### src/rtl/core/ohma_pkg.sv
// Shared constants for the outlier-hold moving average core.
package ohma_pkg;

    localparam int SAMPLE_W = 16;

    // Number of entries in the averaging window (2 to 64).
    localparam int WINDOW = 30;

    localparam logic [SAMPLE_W-1:0] LIMIT_RESET = 16'd7000;

    // The running sum must hold WINDOW full-scale samples.
    localparam int SUM_W = $clog2(65535 * WINDOW + 1);

    // Constant divide by WINDOW as a multiply by a rounded-up reciprocal and a shift.
    // With the shift at SUM_W plus ceil(log2(WINDOW)) the quotient is exact for every sum.
    localparam int WIN_LOG = $clog2(WINDOW);
    localparam int DIV_SHIFT = SUM_W + WIN_LOG;
    localparam int MULT_W = SUM_W + 1;
    localparam logic [63:0] DIV_MULT = ((64'd1 << DIV_SHIFT) + 64'(WINDOW) - 64'd1) / 64'(WINDOW);
    localparam int PROD_W = SUM_W + MULT_W;

endpackage

### src/rtl/core/ohma_cell.sv
// One window cell: holds a stored sample and passes it on along the chain.
module ohma_cell (
    input  logic                           aclk,
    input  logic                           aresetn,
    input  logic                           shift_en,
    input  logic [ohma_pkg::SAMPLE_W-1:0]  data_in,
    output logic [ohma_pkg::SAMPLE_W-1:0]  data_out
);

    logic [ohma_pkg::SAMPLE_W-1:0] value_reg;
    logic [ohma_pkg::SAMPLE_W-1:0] value_next;

    always_comb begin
        value_next = shift_en ? data_in : value_reg;
    end

    always_ff @(posedge aclk) begin
        if (!aresetn) begin
            value_reg <= '0;
        end else begin
            value_reg <= value_next;
        end
    end

    assign data_out = value_reg;

endmodule

### src/rtl/core/ohma_div.sv
// Constant divider stage: multiplies the window sum by the reciprocal and registers it.
module ohma_div (
    input  logic                           aclk,
    input  logic                           load,
    input  logic [ohma_pkg::SUM_W-1:0]     sum_in,
    input  logic                           rejected_in,
    output logic [ohma_pkg::SAMPLE_W-1:0]  average_out,
    output logic                           rejected_out
);

    localparam logic [ohma_pkg::MULT_W-1:0] MULT = ohma_pkg::MULT_W'(ohma_pkg::DIV_MULT);

    logic [ohma_pkg::PROD_W-1:0] prod_reg;
    logic [ohma_pkg::PROD_W-1:0] prod_next;
    logic                        rejected_reg;
    logic                        rejected_next;

    always_comb begin
        prod_next     = prod_reg;
        rejected_next = rejected_reg;
        if (load) begin
            prod_next     = ohma_pkg::PROD_W'(sum_in) * ohma_pkg::PROD_W'(MULT);
            rejected_next = rejected_in;
        end
    end

    always_ff @(posedge aclk) begin
        prod_reg     <= prod_next;
        rejected_reg <= rejected_next;
    end

    assign average_out  = prod_reg[ohma_pkg::DIV_SHIFT +: ohma_pkg::SAMPLE_W];
    assign rejected_out = rejected_reg;

endmodule

### src/rtl/core/outlier_hold_moving_average_core.sv
// Top level of the outlier-hold moving average: cell chain, running sum and divider.
//
//  Channel   Ports                                        Direction
//  input     s_valid s_ready s_distance_sample            in
//  result    m_valid m_ready m_average_distance           out
//            m_sample_rejected
//  config    cfg_valid cfg_ready cfg_data                 in
//
// One item is accepted per cycle while s_ready is high; its sum is registered first, and
// the divider then registers the result and raises m_valid once the result stage is free.
// The window is a chain of WINDOW cells that shifts once per item, so the oldest entry
// leaves from the far end while the running sum is updated in the same cycle.
// Reset clears the cells, the sum and the limit (to 7000) at once; no clearing pass.
// A waiting result lets one more item into the sum stage; the input then stalls until
// the result is taken.
module outlier_hold_moving_average_core (
    input  logic                           aclk,
    input  logic                           aresetn,
    input  logic                           s_valid,
    output logic                           s_ready,
    input  logic [ohma_pkg::SAMPLE_W-1:0]  s_distance_sample,
    output logic                           m_valid,
    input  logic                           m_ready,
    output logic [ohma_pkg::SAMPLE_W-1:0]  m_average_distance,
    output logic                           m_sample_rejected,
    input  logic                           cfg_valid,
    output logic                           cfg_ready,
    input  logic [ohma_pkg::SAMPLE_W-1:0]  cfg_data
);

    logic [ohma_pkg::SAMPLE_W-1:0] limit_reg;
    logic [ohma_pkg::SAMPLE_W-1:0] limit_next;
    logic [ohma_pkg::SUM_W-1:0]    sum_reg;
    logic [ohma_pkg::SUM_W-1:0]    sum_next;
    logic                          sum_valid_reg;
    logic                          sum_valid_next;
    logic                          rejected_reg;
    logic                          rejected_next;
    logic                          m_valid_reg;
    logic                          m_valid_next;

    logic                          accept;
    logic                          out_load;
    logic                          rejected;
    logic [ohma_pkg::SAMPLE_W-1:0] entry;
    logic [ohma_pkg::SAMPLE_W-1:0] chain [ohma_pkg::WINDOW];

    // The newest entry sits in the first cell, the oldest in the last.
    genvar i;
    generate
        for (i = 0; i < ohma_pkg::WINDOW; i++) begin : g_cell
            if (i == 0) begin : g_head
                ohma_cell u_cell (
                    .aclk     (aclk),
                    .aresetn  (aresetn),
                    .shift_en (accept),
                    .data_in  (entry),
                    .data_out (chain[i])
                );
            end else begin : g_body
                ohma_cell u_cell (
                    .aclk     (aclk),
                    .aresetn  (aresetn),
                    .shift_en (accept),
                    .data_in  (chain[i-1]),
                    .data_out (chain[i])
                );
            end
        end
    endgenerate

    assign out_load  = sum_valid_reg && (!m_valid_reg || m_ready);
    assign s_ready   = !sum_valid_reg || out_load;
    assign accept    = s_valid && s_ready;
    assign cfg_ready = 1'b1;

    // A rejected sample repeats the value most recently stored, held in the first cell.
    assign rejected = s_distance_sample > limit_reg;
    assign entry    = rejected ? chain[0] : s_distance_sample;

    always_comb begin
        limit_next     = limit_reg;
        sum_next       = sum_reg;
        sum_valid_next = sum_valid_reg;
        rejected_next  = rejected_reg;
        m_valid_next   = m_valid_reg;

        if (cfg_valid && cfg_ready) begin
            limit_next = cfg_data;
        end

        if (out_load) begin
            m_valid_next = 1'b1;
        end else if (m_ready) begin
            m_valid_next = 1'b0;
        end

        if (accept) begin
            sum_next       = sum_reg - ohma_pkg::SUM_W'(chain[ohma_pkg::WINDOW-1])
                             + ohma_pkg::SUM_W'(entry);
            rejected_next  = rejected;
            sum_valid_next = 1'b1;
        end else if (out_load) begin
            sum_valid_next = 1'b0;
        end
    end

    always_ff @(posedge aclk) begin
        if (!aresetn) begin
            limit_reg     <= ohma_pkg::LIMIT_RESET;
            sum_reg       <= '0;
            sum_valid_reg <= 1'b0;
            m_valid_reg   <= 1'b0;
        end else begin
            limit_reg     <= limit_next;
            sum_reg       <= sum_next;
            sum_valid_reg <= sum_valid_next;
            m_valid_reg   <= m_valid_next;
        end
    end

    always_ff @(posedge aclk) begin
        rejected_reg <= rejected_next;
    end

    ohma_div u_div (
        .aclk         (aclk),
        .load         (out_load),
        .sum_in       (sum_reg),
        .rejected_in  (rejected_reg),
        .average_out  (m_average_distance),
        .rejected_out (m_sample_rejected)
    );

    assign m_valid = m_valid_reg;

endmodule

### config.mk
export PLATFORM = sky130hd
export DESIGN_NAME = outlier_hold_moving_average_core
export DESIGN_NICKNAME = d
export VERILOG_FILES = /design/src/rtl/core/ohma_pkg.sv /design/src/rtl/core/ohma_cell.sv /design/src/rtl/core/ohma_div.sv /design/src/rtl/core/outlier_hold_moving_average_core.sv
export SDC_FILE = /design/constraint.sdc
export NUM_CORES = 1
export LEC_CHECK = 0
export ABC_AREA = 1
export BUFFER_PORTS_ARGS = -buffer_cell sky130_fd_sc_hd__clkbuf_2
export CAP_MARGIN = 10
export CORE_ASPECT_RATIO = 1.75
export CORE_MARGIN = 1
export CORE_UTILIZATION = 55
export DETAILED_ROUTE_END_ITERATION = 12
export GPL_TIMING_DRIVEN = 0
export PLACE_DENSITY = 0.74
export SLEW_MARGIN = 10
export SYNTH_ARGS = -nofsm -noshare
export SYNTH_HDL_FRONTEND = slang
export SYNTH_HIERARCHICAL = 1
export SYNTH_SLANG_ARGS = --single-unit
### constraint.sdc
create_clock -name aclk -period 4.95 [get_ports aclk]
set_input_delay 0.2475 -clock aclk [delete_from_list [all_inputs] [get_ports aclk]]
set_output_delay 0.2475 -clock aclk [all_outputs]
set_load 0.005 [all_outputs]
# [Yosys cells after proc, flatten, opt, wreduce, memory -nomap -nowiden]
# Cells that the tools add are included.
[op_classes] add_sub_neg=2 n_mul=1 order_cmp=1 muxes=5 n_reduce_logical=8
[op_table] operator="$mul A21 B22 Y42 const B" count=1
[op_table] operator="$add A21 B16 Y21" count=1
[op_table] operator="$sub A21 B16 Y21" count=1
[op_table] operator="$gt A16 B16 Y1" count=1
[op_table] operator="$mux W16" count=1
[op_table] operator="$mux W1" count=4
[op_table] operator="$reduce_bool A2 Y1" count=2
[op_table] operator="$logic_and A1 B1 Y1" count=2
[op_table] operator="$logic_not A1 Y1" count=2
[op_table] operator="$logic_or A1 B1 Y1" count=2
[totals] reg_bits=563 in_bits=37 output_inout_bits=20 elab_cells=54

# [Longest topological paths before layout]
# Gate-level depths: netlist of run 1.
[depth] word_depth=6 mapped_depth=29 mapped_depth_nobuf=28

# [By module]
# Netlist of run 1, hierarchy kept.
[by_module_without_submodules] module="ohma_cell" instances=30 cells_per_inst=101 area_per_inst_um2=674.4 seq_area_each_um2=320.3
[by_module_without_submodules] module="ohma_div" instances=1 cells_per_inst=881 area_per_inst_um2=6521.3 seq_area_each_um2=510.5
[by_module_without_submodules] module="outlier_hold_moving_average_core" instances=1 cells_per_inst=613 area_per_inst_um2=3897.5 seq_area_each_um2=810.8

# [Least setup slack after synthesis of run 1]
# OpenSTA, ideal clock, no wires.
[synth_path] path_type="register to register" start="register sum_reg[19] (netlist name)" end="register u_div/prod_reg[37] (netlist name), data pin" setup_ns=0.256 arrival_ns=4.494 t_required_ns=4.694 setup_slack_ns=0.200 path_stages_with_launch=22 n_path_buf=0 period_less_slack_ns=4.750 path_cell_list="dfxtp_1 -> inv_1 -> ha_1 -> ha_1 -> or2_2 -> fa_1 -> inv_1 -> fa_1 -> fa_1 -> inv_1 -> fa_1 -> ha_1 -> ha_1 -> nand2_1 -> nor2_1 -> nand2_2 -> nor2_2 -> nand3_1 -> nand3_1 -> nor2_1 -> nand2_1 -> nand2_1"
[synth_between] elab_chain_len=1
[synth_rtl] item="from (decl)" line_no="outlier_hold_moving_average_core.sv:33" source="logic [ohma_pkg::SUM_W-1:0] sum_reg;"
[synth_rtl] item="from (signal assigned)" line_no="outlier_hold_moving_average_core.sv:116" source="sum_reg <= sum_next;"
[synth_rtl] item="$mul A21 B22 Y42" line_no="ohma_div.sv:22" source="prod_next = ohma_pkg::PROD_W'(sum_in) * ohma_pkg::PROD_W'(MULT);"
[synth_rtl] item="to (signal assigned)" line_no="ohma_div.sv:28" source="prod_reg <= prod_next;"
[synth_rtl] item="to (decl)" line_no="ohma_div.sv:13" source="logic [ohma_pkg::PROD_W-1:0] prod_reg;"
# Every way passes these cells.
# A chain may end at the register's enable or synchronous reset.

# [Final worst setup path of run 1]
[layout_path] start="register sum_reg[19] (netlist name)" end="register u_div/prod_reg[38] (netlist name), data pin"
# The elaborated chain is that of the path after synthesis.

==> metrics.md, run 1 <==
| Metric | Value |
|---|---|
| Io pins | `57` |
| Row count | `114` |
| Overall via count from detail_route | `25,300` |
| Worst slew pin tran | `1.17 ns` |
| Drt pass-1 iters | `6` |
| Period utilisation layout | `99.1%` |
| Worst R2R Path Depth | `19` |
| Layout net count | `4,982` |
| GRT Util Overall | `25.3%` |
| Largest register FFs | `464` |
| Largest net degree at the start of global routing | `89` |
| Final Skew | `0.0861 ns` |
| Ant diodes | `0` |
| Flop-to-flop setup slack | `0.05 ns` |
| Worst Hold Endpoint | `g_cell[0].g_head.u_cell/data_out[15]$_SDFFE_PN0P_` |
| CTS tree | `built` |
| Post-synthesis mux area share | `0%` |
| Mapped Area | `30,700 um^2` |
| Required @ worst endpoint | `5.30 ns` |
| Crit. End Element | `flip-flop` |
| CP startpoint kind | `flip-flop` |
| Chip width | `180 um` |
| Vias in the first global route | `25,200` |
| Clock Path Buffers | `3` |
| Register area share after synthesis | `35.7%` |
| Max-Cap Viols | `0` |
| WP data arrival | `5.25 ns` |
| IR Drop Worst-Case VDD | `1.27 mV` |
| Hold Fails Final Rpt | `0` |
| Final Worst Setup Slack | `0.0460 ns` |
| Max FO, Critical Path | `3` |
| Antenna-violating nets left | `0` |
| F_max | `204 MHz` |
| Clk_lat worst skew | `0.63 ns` |
| Worst Hold Launch | `s_distance_sample[15]` |
| Most frequent cells in the layout | `1,320 x nand2_1, 943 x nor2_1, 851 x inv_1, 509 x dfxtp_1, 196 x ha_1` |
| Post-route DRC | `0` |
| First DRT Iteration DRCs | `1,106` |
| Hold WC Path Type | `input port to flip-flop` |
| Mean number of vias per cell | `4.70` |
| Routability cong. | `0.980` |
| Warnings from Yosys | `6` |
| Main combinational cell family by area after synthesis | `simple AND/OR/NAND/NOR gates` |
| Initial core utilization | `55.5%` |
| Synthesized flop and latch total | `537` |
| Critical setup path kind | `flip-flop to flip-flop` |
| Grt total ovfl | `0` |
| Port Buffers | `55` |
| Share of layout cells above drive strength 1 | `10.7%` |
| Synthesis-to-layout area growth | `11.8%` |
| Detailed Route WL | `70,700 um` |
| Setup TNS | `0 ns` |
| Compound-gate portion of the synthesized area | `2.63%` |
| Slew headroom | `21.9%` |
| Mapped Avg Cell Area | `6.78 um^2` |
| LEAKAGE | `18.2 nW` |
| Post-Synth Simple-Gate Area | `32.5%` |
| Minimum clock period | `4.90 ns` |
| Setup WS pre-CTS | `-0.445 ns` |
| Root Buffer | `clkbuf_16` |
| # H-tree levels | `2` |
| Reg-to-Reg Start | `sum_reg[19]$_SDFFE_PN0P_` |
| Adder-Cell Fraction of Synth Area | `13.5%` |
| DP HPWL | `53,900 um` |
| Commonest non-fill, non-tap cell in the layout | `nand2_1` |
| Total CTS buffers | `50` |
| First-pass GRT wire length | `116,000 um` |
| Syn Inst Count | `4,524` |
| Outcome | `complete, no violations` |
| Area share of xor/xnor cells in the synthesized design | `0.343%` |
| Initial antenna violation count | `0` |
| Layout filler cell count | `5,082` |
| CTS sink count | `537` |
| Die footprint | `56,700 um^2` |
| Hold depth | `7` |
| Chip Height | `314 um` |
| PwrDens | `733 nW/um^2` |
| Synth cell types | `38` |
| DR WL/cell | `13.1 um` |
| Worst R2R End | `u_div/prod_reg[38]$_DFFE_PP_` |
| RSZ-0062 raised after global routing | `yes` |
| CORE AREA | `55,200 um^2` |
| Reg clk slew, reported paths | `0.07 ns` |
| Synthesized Nets | `4,847` |
| Final setup violation count | `0` |
| Fin Hold WS | `0.0702 ns` |
| Final Slew Violations | `0` |
per-stage QoR:
| stage | power (mW) | util, % | std cells | cell area (um^2) |
|---|---|---|---|---|
| 2_1_floorplan | 14.5 | - | 4524 | 30700 |
| 3_3_place_gp | 17.9 | 57.6 | 5275 | 31800 |
| 3_5_place_dp | 18.0 | 57.7 | 5277 | 31800 |
| 4_1_cts | 23.1 | 61.5 | 5391 | 34000 |
| 5_1_grt | 27.0 | 62.1 | 5394 | 34300 |
| 6_report | 25.1 | 62.1 | 5394 | 34300 |
cell type report:
| cell class | instances | area [um^2] | share of cell area (%) |
|---|---|---|---|
| Clock inverter | 26 | 389 | 1.14 |
| Clock buffer | 65 | 1410 | 4.11 |
| Sequential cell | 537 | 11000 | 32.0 |
| Tap cell | 696 | 871 | 2.54 |
| Timing Repair Buffer | 83 | 568 | 1.66 |
| Multi-Input combinational cell | 2967 | 15400 | 44.9 |
| Inverter | 857 | 3220 | 9.39 |
| Buffer | 163 | 1480 | 4.32 |
worst max-delay path by stage:
stage | start | cells past startpoint | slack (ns) | endpoint
6_report | sum_reg[19]$_SDFFE_PN0P_ | 19 | 0.05 | u_div/prod_reg[38]$_DFFE_PP_
2_1_floorplan | sum_reg[19]$_SDFFE_PN0P_ | 21 | 0.20 | u_div/prod_reg[37]$_DFFE_PP_
3_5_place_dp | sum_reg[19]$_SDFFE_PN0P_ | 20 | -0.45 | u_div/prod_reg[29]$_DFFE_PP_
3_3_place_gp | sum_reg[19]$_SDFFE_PN0P_ | 20 | -0.39 | u_div/prod_reg[29]$_DFFE_PP_
5_1_grt | sum_reg[15]$_SDFFE_PN0P_ | 18 | -0.10 | u_div/prod_reg[37]$_DFFE_PP_
4_1_cts | sum_reg[19]$_SDFFE_PN0P_ | 18 | 0.006 | u_div/prod_reg[37]$_DFFE_PP_
report_power, final:
part           leakage [nW]  total (mW)  internal (mW)  switching, mW
clock network         0.879        4.15           2.40           1.76
logic                  12.9        15.7           5.79           9.92
registers              4.47        5.25           4.87          0.379
synthesized netlist by cell type:
cell type  number  area, um^2
clkbuf_1        5        18.8
nand2_1      1332        5000
o21bai_1       15         113
nor2_4          2        22.5
o21ai_0        42         210
nand3_2         3        30.0
or2_2           2        12.5
nand3_1        76         380
clkbuf_8        1        13.8
nand3b_1        2        15.0
fa_1           76        1520
xnor2_1         2        17.5
inv_2           2        7.51
nor2_2         98         613
nand2_2        15        93.8
nor3_1         14        70.1
nor3_4          1        16.3
nand2_4         3        33.8
o21ai_1         1        5.00
a21o_1          1        7.51
a21o_2          1        8.76
nor3_2          2        20.0
conb_1          1        3.75
inv_1         855        3210
edfxtp_1       18         541
o21a_1          2        15.0
a21oi_1        88         440
buf_4          31         233
nand4_1         7        43.8
ha_1          210        2630
xor2_1         10        87.6
a21boi_0        1        7.51
buf_2           4        20.0
clkbuf_2       30         150
nor2_1        955        3580
dfxtp_1       519       10400
buf_6          92        1040
and2_1          5        31.3
layer usage:
metal | up-vias | global-route usage (%) | wire length [um]
li1 | 13400 | - | -
met1 | 11200 | 23.9 | 25600
met2 | 508 | 50.7 | 37800
met3 | 234 | 3.35 | 2620
met4 | 0 | 15.9 | 4670
met5 | - | 0 | 0
critical path: stages (launching register included):
cell     delay (ns)
dfxtp_4        0.35
inv_2          0.03
ha_2           0.17
ha_2           0.16
or2_4          0.25
fa_2           0.54
inv_2          0.04
fa_2           0.47
fa_1           0.55
inv_2          0.05
fa_1           0.56
ha_4           0.23
ha_4           0.34
nand2_2        0.09
nor2_2         0.13
nand2_1        0.12
nor2_2         0.11
nand4_1        0.16
nand4_1        0.14
nand2_1        0.12
cells by family after synthesis:
group	after synthesis
simple gates	2517
buf+inv	1020
flops	537
fa+ha+maj	286
compound gates	151
xor+xnor	12
other cells	1
what timing repair did:
action,in CTS,in global routing
buffers inserted,1,3
setup endpoints to repair,16,15
endpoints found under the hold margin,18,0
hold buffers,22,0
gates resized for setup,28,65
pin swaps,5,19
Note: power is estimated with default switching activity, not from simulation.
==> run 2, diff against run 1 <==
--- a/config.mk
+++ b/config.mk
@@ -5,7 +5,6 @@
 export SDC_FILE = /design/constraint.sdc
 export NUM_CORES = 1
 export LEC_CHECK = 0
-export ABC_AREA = 1
 export BUFFER_PORTS_ARGS = -buffer_cell sky130_fd_sc_hd__clkbuf_2
 export CAP_MARGIN = 10
 export CORE_ASPECT_RATIO = 1.75
==> run 2 against run 1 <==
  * The run now ends with setup timing left
  * Critical path depth decreased by 1
  * Die area decreased by 10%
  * Design area decreased by 8.8%
  * Largest cell class unchanged
==> metrics.md, run 2 <==
| Metric | Value |
|---|---|
| Layout net count | `2,979 (-40%)` |
| Max-Cap Viols | `0 (unchanged)` |
| WP data arrival | `5.71 ns (+0.46 ns)` |
| Drt pass-1 iters | `5 (-1)` |
| Routability cong. | `0.922 (-5.9%)` |
| # H-tree levels | `2 (unchanged)` |
| Minimum clock period | `5.39 ns (+0.488 ns)` |
| Synthesis-to-layout area growth | `13.5%` |
| Failing checks | `setup timing` |
| Hold WC Path Type | `input port to flip-flop` |
| Hold Fails Final Rpt | `0 (unchanged)` |
| Clock Path Buffers | `3 (unchanged)` |
| CTS sink count | `537 (unchanged)` |
| GRT Util Overall | `22.8% (-2.6 points)` |
| Final Skew | `0.0188 ns (-0.0673 ns)` |
| IR Drop Worst-Case VDD | `0.402 mV (-68%)` |
| Most frequent cells in the layout | `504 x dfxtp_1, 502 x mux2i_1, 493 x nor2b_1, 202 x inv_1, 191 x ha_1` |
| Outcome | `finished with violations` |
| Largest register FFs | `464 (unchanged)` |
| Post-synth top area cell | `dfxtp_1` |
| DR WL/cell | `17.0 um (+30%)` |
| Warnings from Yosys | `6 (unchanged)` |
| Crit. End Element | `flip-flop` |
| Io pins | `57 (unchanged)` |
| Period utilisation layout | `109% (+9.9 points)` |
| Commonest non-fill, non-tap cell in the layout | `dfxtp_1` |
| Post-route DRC | `0 (unchanged)` |
| Total CTS buffers | `48 (-4.0%)` |
| Share of flip-flops with an asynchronous set or reset | `0% (unchanged)` |
| Clk_lat worst skew | `0.58 ns (-0.05 ns)` |
| Register area share after synthesis | `39.7% (+4.0 points)` |
| Detailed Route WL | `57,000 um (-19%)` |
| Initial core utilization | `55.7% (+0.14 points)` |
| Worst slew pin tran | `0.832 ns (-0.339 ns)` |
| CORE AREA | `49,500 um^2 (-10%)` |
| Max FO, Critical Path | `3 (unchanged)` |
| First-pass GRT wire length | `92,700 um (-20%)` |
| Critical setup path kind | `flip-flop to flip-flop` |
| Tot Pwr | `16.0 mW (-36%)` |
| Reg clk slew, reported paths | `0.06 ns (about the same)` |
| Final Slew Violations | `0 (unchanged)` |
| Flop-to-flop setup slack | `-0.44 ns (-0.49 ns)` |
| Chip Height | `298 um (-5.2%)` |
| CP startpoint kind | `flip-flop` |
| Grt total ovfl | `0 (unchanged)` |
| Row count | `108 (-5.3%)` |
| Synthesized flop and latch total | `537 (unchanged)` |
| First DRT Iteration DRCs | `658 (-41%)` |
| DP HPWL | `43,400 um (-19%)` |
| Synth cell types | `64 (+68%)` |
| Mapped Area | `27,500 um^2 (-10%)` |
| RSZ-0062 raised after global routing | `yes` |
| Root Buffer | `clkbuf_16` |
| Largest net degree at the start of global routing | `191 (+110%)` |
| Antenna-violating nets left | `0 (unchanged)` |
| Slew headroom | `44.5% (+23 points)` |
| Final setup violation count | `15 (+15)` |
| Mean number of vias per cell | `5.18 (+10%)` |
| Share of layout cells above drive strength 1 | `12.5% (+1.8 points)` |
| Final Worst Setup Slack | `-0.442 ns (-0.488 ns)` |
| PwrDens | `512 nW/um^2 (-30%)` |
| F_max | `185 MHz (-9.0%)` |
| Initial antenna violation count | `5 (+5)` |
| Mapped Avg Cell Area | `11.0 um^2 (+62%)` |
| Die footprint | `51,000 um^2 (-10%)` |
| LEAKAGE | `13.8 nW (-24%)` |
| Chip width | `171 um (-5.2%)` |
| Synth area leaders | `dfxtp_1 38%, mux2i_1 18%, nor2b_1 11%, ha_1 9.5%, fa_1 5.5%` |
| Vias in the first global route | `18,400 (-27%)` |
| CTS tree | `built` |
| Overall via count from detail_route | `17,400 (-31%)` |
| Syn Inst Count | `2,509 (-45%)` |
| Synthesized Nets | `2,832 (-42%)` |
| Top FF cell, synth | `dfxtp_1` |
| Number of synthesized flops with an enable pin | `18 (unchanged)` |
| Most common cell in the netlist | `dfxtp_1` |
| Ant diodes | `0 (unchanged)` |
| Setup TNS | `-4.36 ns (-4.36 ns)` |
| Most frequent cells after synthesis | `519 x dfxtp_1, 508 x mux2i_1, 493 x nor2b_1` |
| Required @ worst endpoint | `5.27 ns (-0.03 ns)` |
| Port Buffers | `54 (-1.8%)` |
| Top-area cell type share of the netlist area | `37.7% (+3.8 points)` |
==> run 2: metrics by stage <==
stage / hold slack, ns / setup slack (ns) / area (um^2) / utilization (%) / std cells
final: 0.0343 / -0.442 / 31300 / 63.2 / 3355
after global routing: 0.0429 / -0.516 / 31300 / 63.2 / 3355
after CTS: 0.0123 / -0.415 / 30900 / 62.4 / 3346
after detailed placement: 0.410 / -1.10 / 28800 / 58.1 / 3225
after global placement: 0.418 / -1.03 / 28700 / 58.0 / 3223
after floorplan: 0.376 / -0.155 / 27600 / - / 2509
==> run 2: cell type report <==
type	count	area, um^2
Fill cell	4039	18200
Multi-Input combinational cell	1657	15200
Sequential cell	537	11000
Clock buffer	72	1450
Buffer	108	1160
Tap cell	660	826
Inverter	207	779
Timing Repair Buffer	97	677
Clock inverter	17	204
==> run 2: cell families after synthesis <==
logic type	share of synthesized area, %
other	0.0136
and+or+nand+nor	14.1
AOI/OAI and AO/OA	4.06
xor gates and xnor gates	0.954
DFF	39.7
adders and majority gates	15.1
muxes	19.1
buffers and inverters	6.99
==> run 2: final timing paths <==
check | startpoint | end | cells after the start
setup / recovery | sum_reg[19]$_SDFFE_PN0P_ | u_div/prod_reg[41]$_DFFE_PP_ | 18
hold / removal | m_ready | m_valid$_SDFFE_PN0P_ | 3
setup reg to reg | sum_reg[19]$_SDFFE_PN0P_ | u_div/prod_reg[41]$_DFFE_PP_ | 18
hold reg to reg | rejected_reg$_DFFE_PP_ | u_div/rejected_out$_DFFE_PP_ | 0
==> run 2: power breakdown <==
group          switching (mW)  leakage [nW]  internal (mW)
combinational            4.09          8.62           3.32
clock                    1.68         0.805           2.16
sequential              0.192          4.37           4.56
total                    5.96          13.8           10.0
==> run 2: timing repair <==
item | in CTS | in global routing
buffers inserted | 16 | 11
hold buffers | 16 | 0
resized for setup | 43 | 62
endpoints found under the setup margin | 20 | 24
pin swaps | 14 | 23
endpoints found under the hold margin | 16 | 0
==> run 2: per-layer routing <==
| metal | vias to the layer above | part of all wire (%) | GRT usage, % |
|---|---|---|---|
| met3 | 159 | 2.9 | 3.03 |
| met1 | 8220 | 37 | 22.5 |
| met2 | 278 | 54 | 43.7 |
| met4 | 8 | 6.0 | 14.0 |
| met5 | - | 0.093 | 0 |
| li1 | 8701 | - | - |
==> run 2: critical path, cell delays in order, from the launching register on <==
cell,delay [ns]
dfxtp_4,0.36
buf_4,0.15
ha_1,0.19
or2_4,0.25
fa_2,0.57
inv_2,0.04
fa_2,0.55
fa_1,0.42
inv_1,0.08
fa_1,0.45
ha_4,0.30
ha_4,0.20
a21o_1,0.22
a221o_1,0.32
a31oi_1,0.18
o22ai_2,0.14
or4_4,0.48
a31oi_4,0.16
xnor2_1,0.09
==> run 3, diff against run 2 <==
--- a/config.mk
+++ b/config.mk
@@ -16,5 +16,5 @@
 export SLEW_MARGIN = 10
 export SYNTH_ARGS = -nofsm -noshare
 export SYNTH_HDL_FRONTEND = slang
-export SYNTH_HIERARCHICAL = 1
 export SYNTH_SLANG_ARGS = --single-unit
+export TNS_END_PERCENT = 20
==> run 3 against run 2 <==
  * The run still ends with setup timing left
  * Clock-buffer cell count decreased by 5
  * Utilization about the same
  * Die area decreased by 9.9%
  * Routed wire length increased by 9.3%
  * Via count increased by 14%
  * Critical endpoint is now u_div.prod_reg[41]$_DFFE_PP_
  * Largest cell class unchanged
==> metrics.md, run 3 <==
| Metric | Value |
|---|---|
| Final Worst Setup Slack | `-0.448 ns (-0.00575 ns)` |
| DR WL/cell | `16.7 um (-1.5%)` |
| Syn Inst Count | `2,982 (+19%)` |
| Post-route DRC | `0 (unchanged)` |
| Number of synthesized flops with an enable pin | `18 (unchanged)` |
| Share of layout cells above drive strength 1 | `6.38% (-6.1 points)` |
| # H-tree levels | `2 (unchanged)` |
| Tot Pwr | `17.3 mW (+8.1%)` |
| DP HPWL | `49,300 um (+14%)` |
| Synth cell types | `68 (+6.3%)` |
| Minimum clock period | `5.40 ns (+0.00575 ns)` |
| Clock share of power | `21.5% (-2.5 points)` |
| Root Buffer | `clkbuf_16` |
| CTS tree | `built` |
| Worst R2R Path Depth | `19 (+1)` |
| Clock Path Buffers | `3 (unchanged)` |
| Setup TNS | `-4.98 ns (-0.614 ns)` |
| RSZ-0062 raised after global routing | `yes` |
| First DRT Iteration DRCs | `894 (+36%)` |
| Required @ worst endpoint | `5.25 ns (-0.02 ns)` |
| CP most frequent cell | `ha_4` |
| GRT Util Overall | `27.5% (+4.8 points)` |
| Combinational power share | `50.6% (+4.3 points)` |
| PwrDens | `618 nW/um^2 (+21%)` |
| Grt total ovfl | `0 (unchanged)` |
| Top-area cell type share of the netlist area | `41.9% (+4.2 points)` |
| Total CTS buffers | `46 (-4.2%)` |
| Antenna-violating nets left | `0 (unchanged)` |
| Final Skew | `0.0205 ns (+0.00173 ns)` |
| Initial antenna violation count | `0 (-5)` |
| Reg clk slew, reported paths | `0.07 ns (about the same)` |
| Commonest non-fill, non-tap cell in the layout | `nand2_1` |
| F_max | `185 MHz (-0.11%)` |
| Share of flip-flops with an asynchronous set or reset | `0% (unchanged)` |
| LEAKAGE | `10.9 nW (-21%)` |
| Failing checks | `setup timing` |
| Layout net count | `3,442 (+16%)` |
| Max FO, Critical Path | `3 (unchanged)` |
| Warnings from Yosys | `0 (-6)` |
| CP startpoint kind | `flip-flop` |
| Switching power | `6.77 mW (+14%)` |
| Reg power frac | `28.0% (-1.7 points)` |
| Most frequent cells in the layout | `974 x nand2_1, 522 x a21oi_1, 509 x dfxtp_1, 198 x ha_1, 191 x inv_1` |
| Mean number of vias per cell | `5.34 (+3.1%)` |
| Outcome | `finished with violations` |
| Post-synth top area cell | `dfxtp_1` |
| Slew headroom | `38.3% (-6.2 points)` |
| Most frequent cells after synthesis | `974 x nand2_1, 526 x a21oi_1, 519 x dfxtp_1` |
| CP max stage delay | `0.54 ns (-0.03 ns)` |
| Slowest-stage cell, CP | `fa_2` |
| Most common cell in the netlist | `nand2_1` |
| Hold Fails Final Rpt | `0 (unchanged)` |
| Reg-to-Reg Start | `sum_reg[19]$_SDFFE_PN0P_` |
| Mapped Avg Cell Area | `8.31 um^2 (-24%)` |
| Overall via count from detail_route | `19,900 (+14%)` |
| Chip width | `162 um (-5.1%)` |
| Crit. End Element | `flip-flop` |
| Synthesis-to-layout area growth | `12.9%` |
| Period utilisation layout | `109% (+0.12 points)` |
| Synthesized Nets | `3,305 (+17%)` |
| Post-layout util | `63.2% (about the same)` |
| CORE AREA | `44,300 um^2 (-10%)` |
| Fin Hold WS | `0.0271 ns (-0.00720 ns)` |
| Cell Int Power | `10.5 mW (+4.9%)` |
| Flop-to-flop setup slack | `-0.45 ns (about the same)` |
| Hold WC Path Type | `input port to flip-flop` |
| Row count | `102 (-5.6%)` |
| Clk_lat worst skew | `0.57 ns (about the same)` |
| Critical setup path kind | `flip-flop to flip-flop` |
| Port Buffers | `53 (-1.9%)` |
| Synth area leaders | `dfxtp_1 42%, nand2_1 15%, a21oi_1 11%, ha_1 11%, fa_1 6.1%` |
| Hold depth | `3 (unchanged)` |
| IR Drop Worst-Case VDD | `1.15 mV (+190%)` |
| Top FF cell, synth | `dfxtp_1` |
| Mapped Area | `24,800 um^2 (-10%)` |
| Final setup violation count | `18 (+3)` |
| Io pins | `57 (unchanged)` |
| Max-Cap Viols | `0 (unchanged)` |
| Largest net degree at the start of global routing | `20 (-90%)` |
| Sw Share | `39.2% (+1.9 points)` |
| Routability cong. | `0.939 (+1.9%)` |
| Worst Hold Endpoint | `g_cell[0].g_head.u_cell.data_out[5]$_SDFFE_PN0P_` |
| Worst R2R End | `u_div.prod_reg[41]$_DFFE_PP_` |
| Initial core utilization | `55.9% (+0.26 points)` |
| Worst slew pin tran | `0.921 ns (+0.0891 ns)` |
| Crit path cell chain | `inv_4 > ha_4 > ha_4 > or2_4 > fa_2 > inv_2 > fa_1 > fa_1 > inv_2 > fa_1 > ha_4 > ha_4 > nand4_4 > or4_4 > o21ai_4 > a21oi_4 > o311a_1 > nor3_2 > xnor2_1` |
| Register area share after synthesis | `44.1% (+4.4 points)` |
| Synthesized flop and latch total | `537 (unchanged)` |
| CTS sink count | `537 (unchanged)` |
| First-pass GRT wire length | `99,100 um (+6.8%)` |
| Final Slew Violations | `0 (unchanged)` |
| Setup crit start | `sum_reg[19]$_SDFFE_PN0P_` |
| Chip Height | `283 um (-5.1%)` |
| Die footprint | `45,900 um^2 (-9.9%)` |
| Detailed Route WL | `62,300 um (+9.3%)` |
| Vias in the first global route | `20,500 (+12%)` |
| Drt pass-1 iters | `6 (+1)` |
| Worst path bufs/invs | `3 (unchanged)` |
| Worst path top cell family by delay | `adder cells` |
| WP data arrival | `5.70 ns (about the same)` |
| Worst Hold Launch | `s_distance_sample[5]` |
| Largest register FFs | `464 (unchanged)` |
| Ant diodes | `0 (unchanged)` |
-- run 3: final cells by class --
type,count,area [um^2]
Fill cell,3684,16300
Multi-Input combinational cell,2067,12700
Sequential cell,537,10900
Clock buffer,67,1340
Inverter,197,742
Tap cell,572,716
Buffer,179,688
Timing Repair Buffer,91,634
Clock inverter,13,200
-- run 3: through the flow --
step	cells	setup WS, ns	instance area [um^2]
global route	3723	-0.598	28000
floorplan	2982	-0.111	24900
global placement	3607	-0.931	25900
CTS	3723	-0.419	28000
finish	3723	-0.448	28000
detailed placement	3607	-0.994	25900
-- run 3: power by group through the flow --
stage                     Sequential [mW]  Combinational, mW  Clock, mW
after global routing                 4.85               9.87       3.93
final                                4.83               8.75       3.71
after global placement               4.92               8.11          0
after floorplan                      4.83               6.44          0
after CTS                            4.83               8.77       3.75
after detailed placement             4.92               8.38          0
-- run 3: worst register-to-register path, stage by stage, from the launching register on --
cell	delay (ns)
dfxtp_4	0.37
inv_4	0.04
ha_4	0.16
ha_4	0.15
or2_4	0.23
fa_2	0.54
inv_2	0.04
fa_1	0.45
fa_1	0.54
inv_2	0.05
fa_1	0.54
ha_4	0.22
ha_4	0.28
nand4_4	0.09
or4_4	0.52
o21ai_4	0.24
a21oi_4	0.11
o311a_1	0.33
nor3_2	0.14
xnor2_1	0.11
-- run 3: worst max path at each step --
stage	end	slack, ns	cells after the start
after floorplan	u_div.prod_reg[40]$_DFFE_PP_	-0.11	19
after global placement	sum_reg[20]$_SDFFE_PN0P_	-0.93	17
after detailed placement	sum_reg[20]$_SDFFE_PN0P_	-0.99	17
after CTS	u_div.prod_reg[41]$_DFFE_PP_	-0.42	19
after global routing	u_div.prod_reg[41]$_DFFE_PP_	-0.60	19
final	u_div.prod_reg[41]$_DFFE_PP_	-0.45	19
-- run 3: kinds of logic (layout without fill, tap and decap cells) --
family	count (synthesis)	in the layout	synth area share (%)
other	1	1	0.0151
xor gates and xnor gates	31	31	1.10
AOI/OAI and AO/OA	641	641	14.1
DFF	537	537	44.1
muxes	25	25	1.02
buffers and inverters	378	547	5.76
adders and majority gates	286	286	16.8
and+or+nand+nor	1083	1083	17.2
-- run 3: routing by layer --
layer	GRT usage [%]	share of wire (%)	vias up
met3	2.88	2.8	232
met1	23.5	33	9244
met2	56.2	56	416
li1	-	-	9977
met4	21.9	8.6	0
met5	0	0	-
-- run 3: what timing repair did --
item                                    4_1_cts  5_1_grt
hold endpoints to repair                     27        0
hold buffers                                 27        0
pin swaps                                    15        6
endpoints found under the setup margin       30       23
buffers inserted                             11        0
gates resized for setup                      41        3
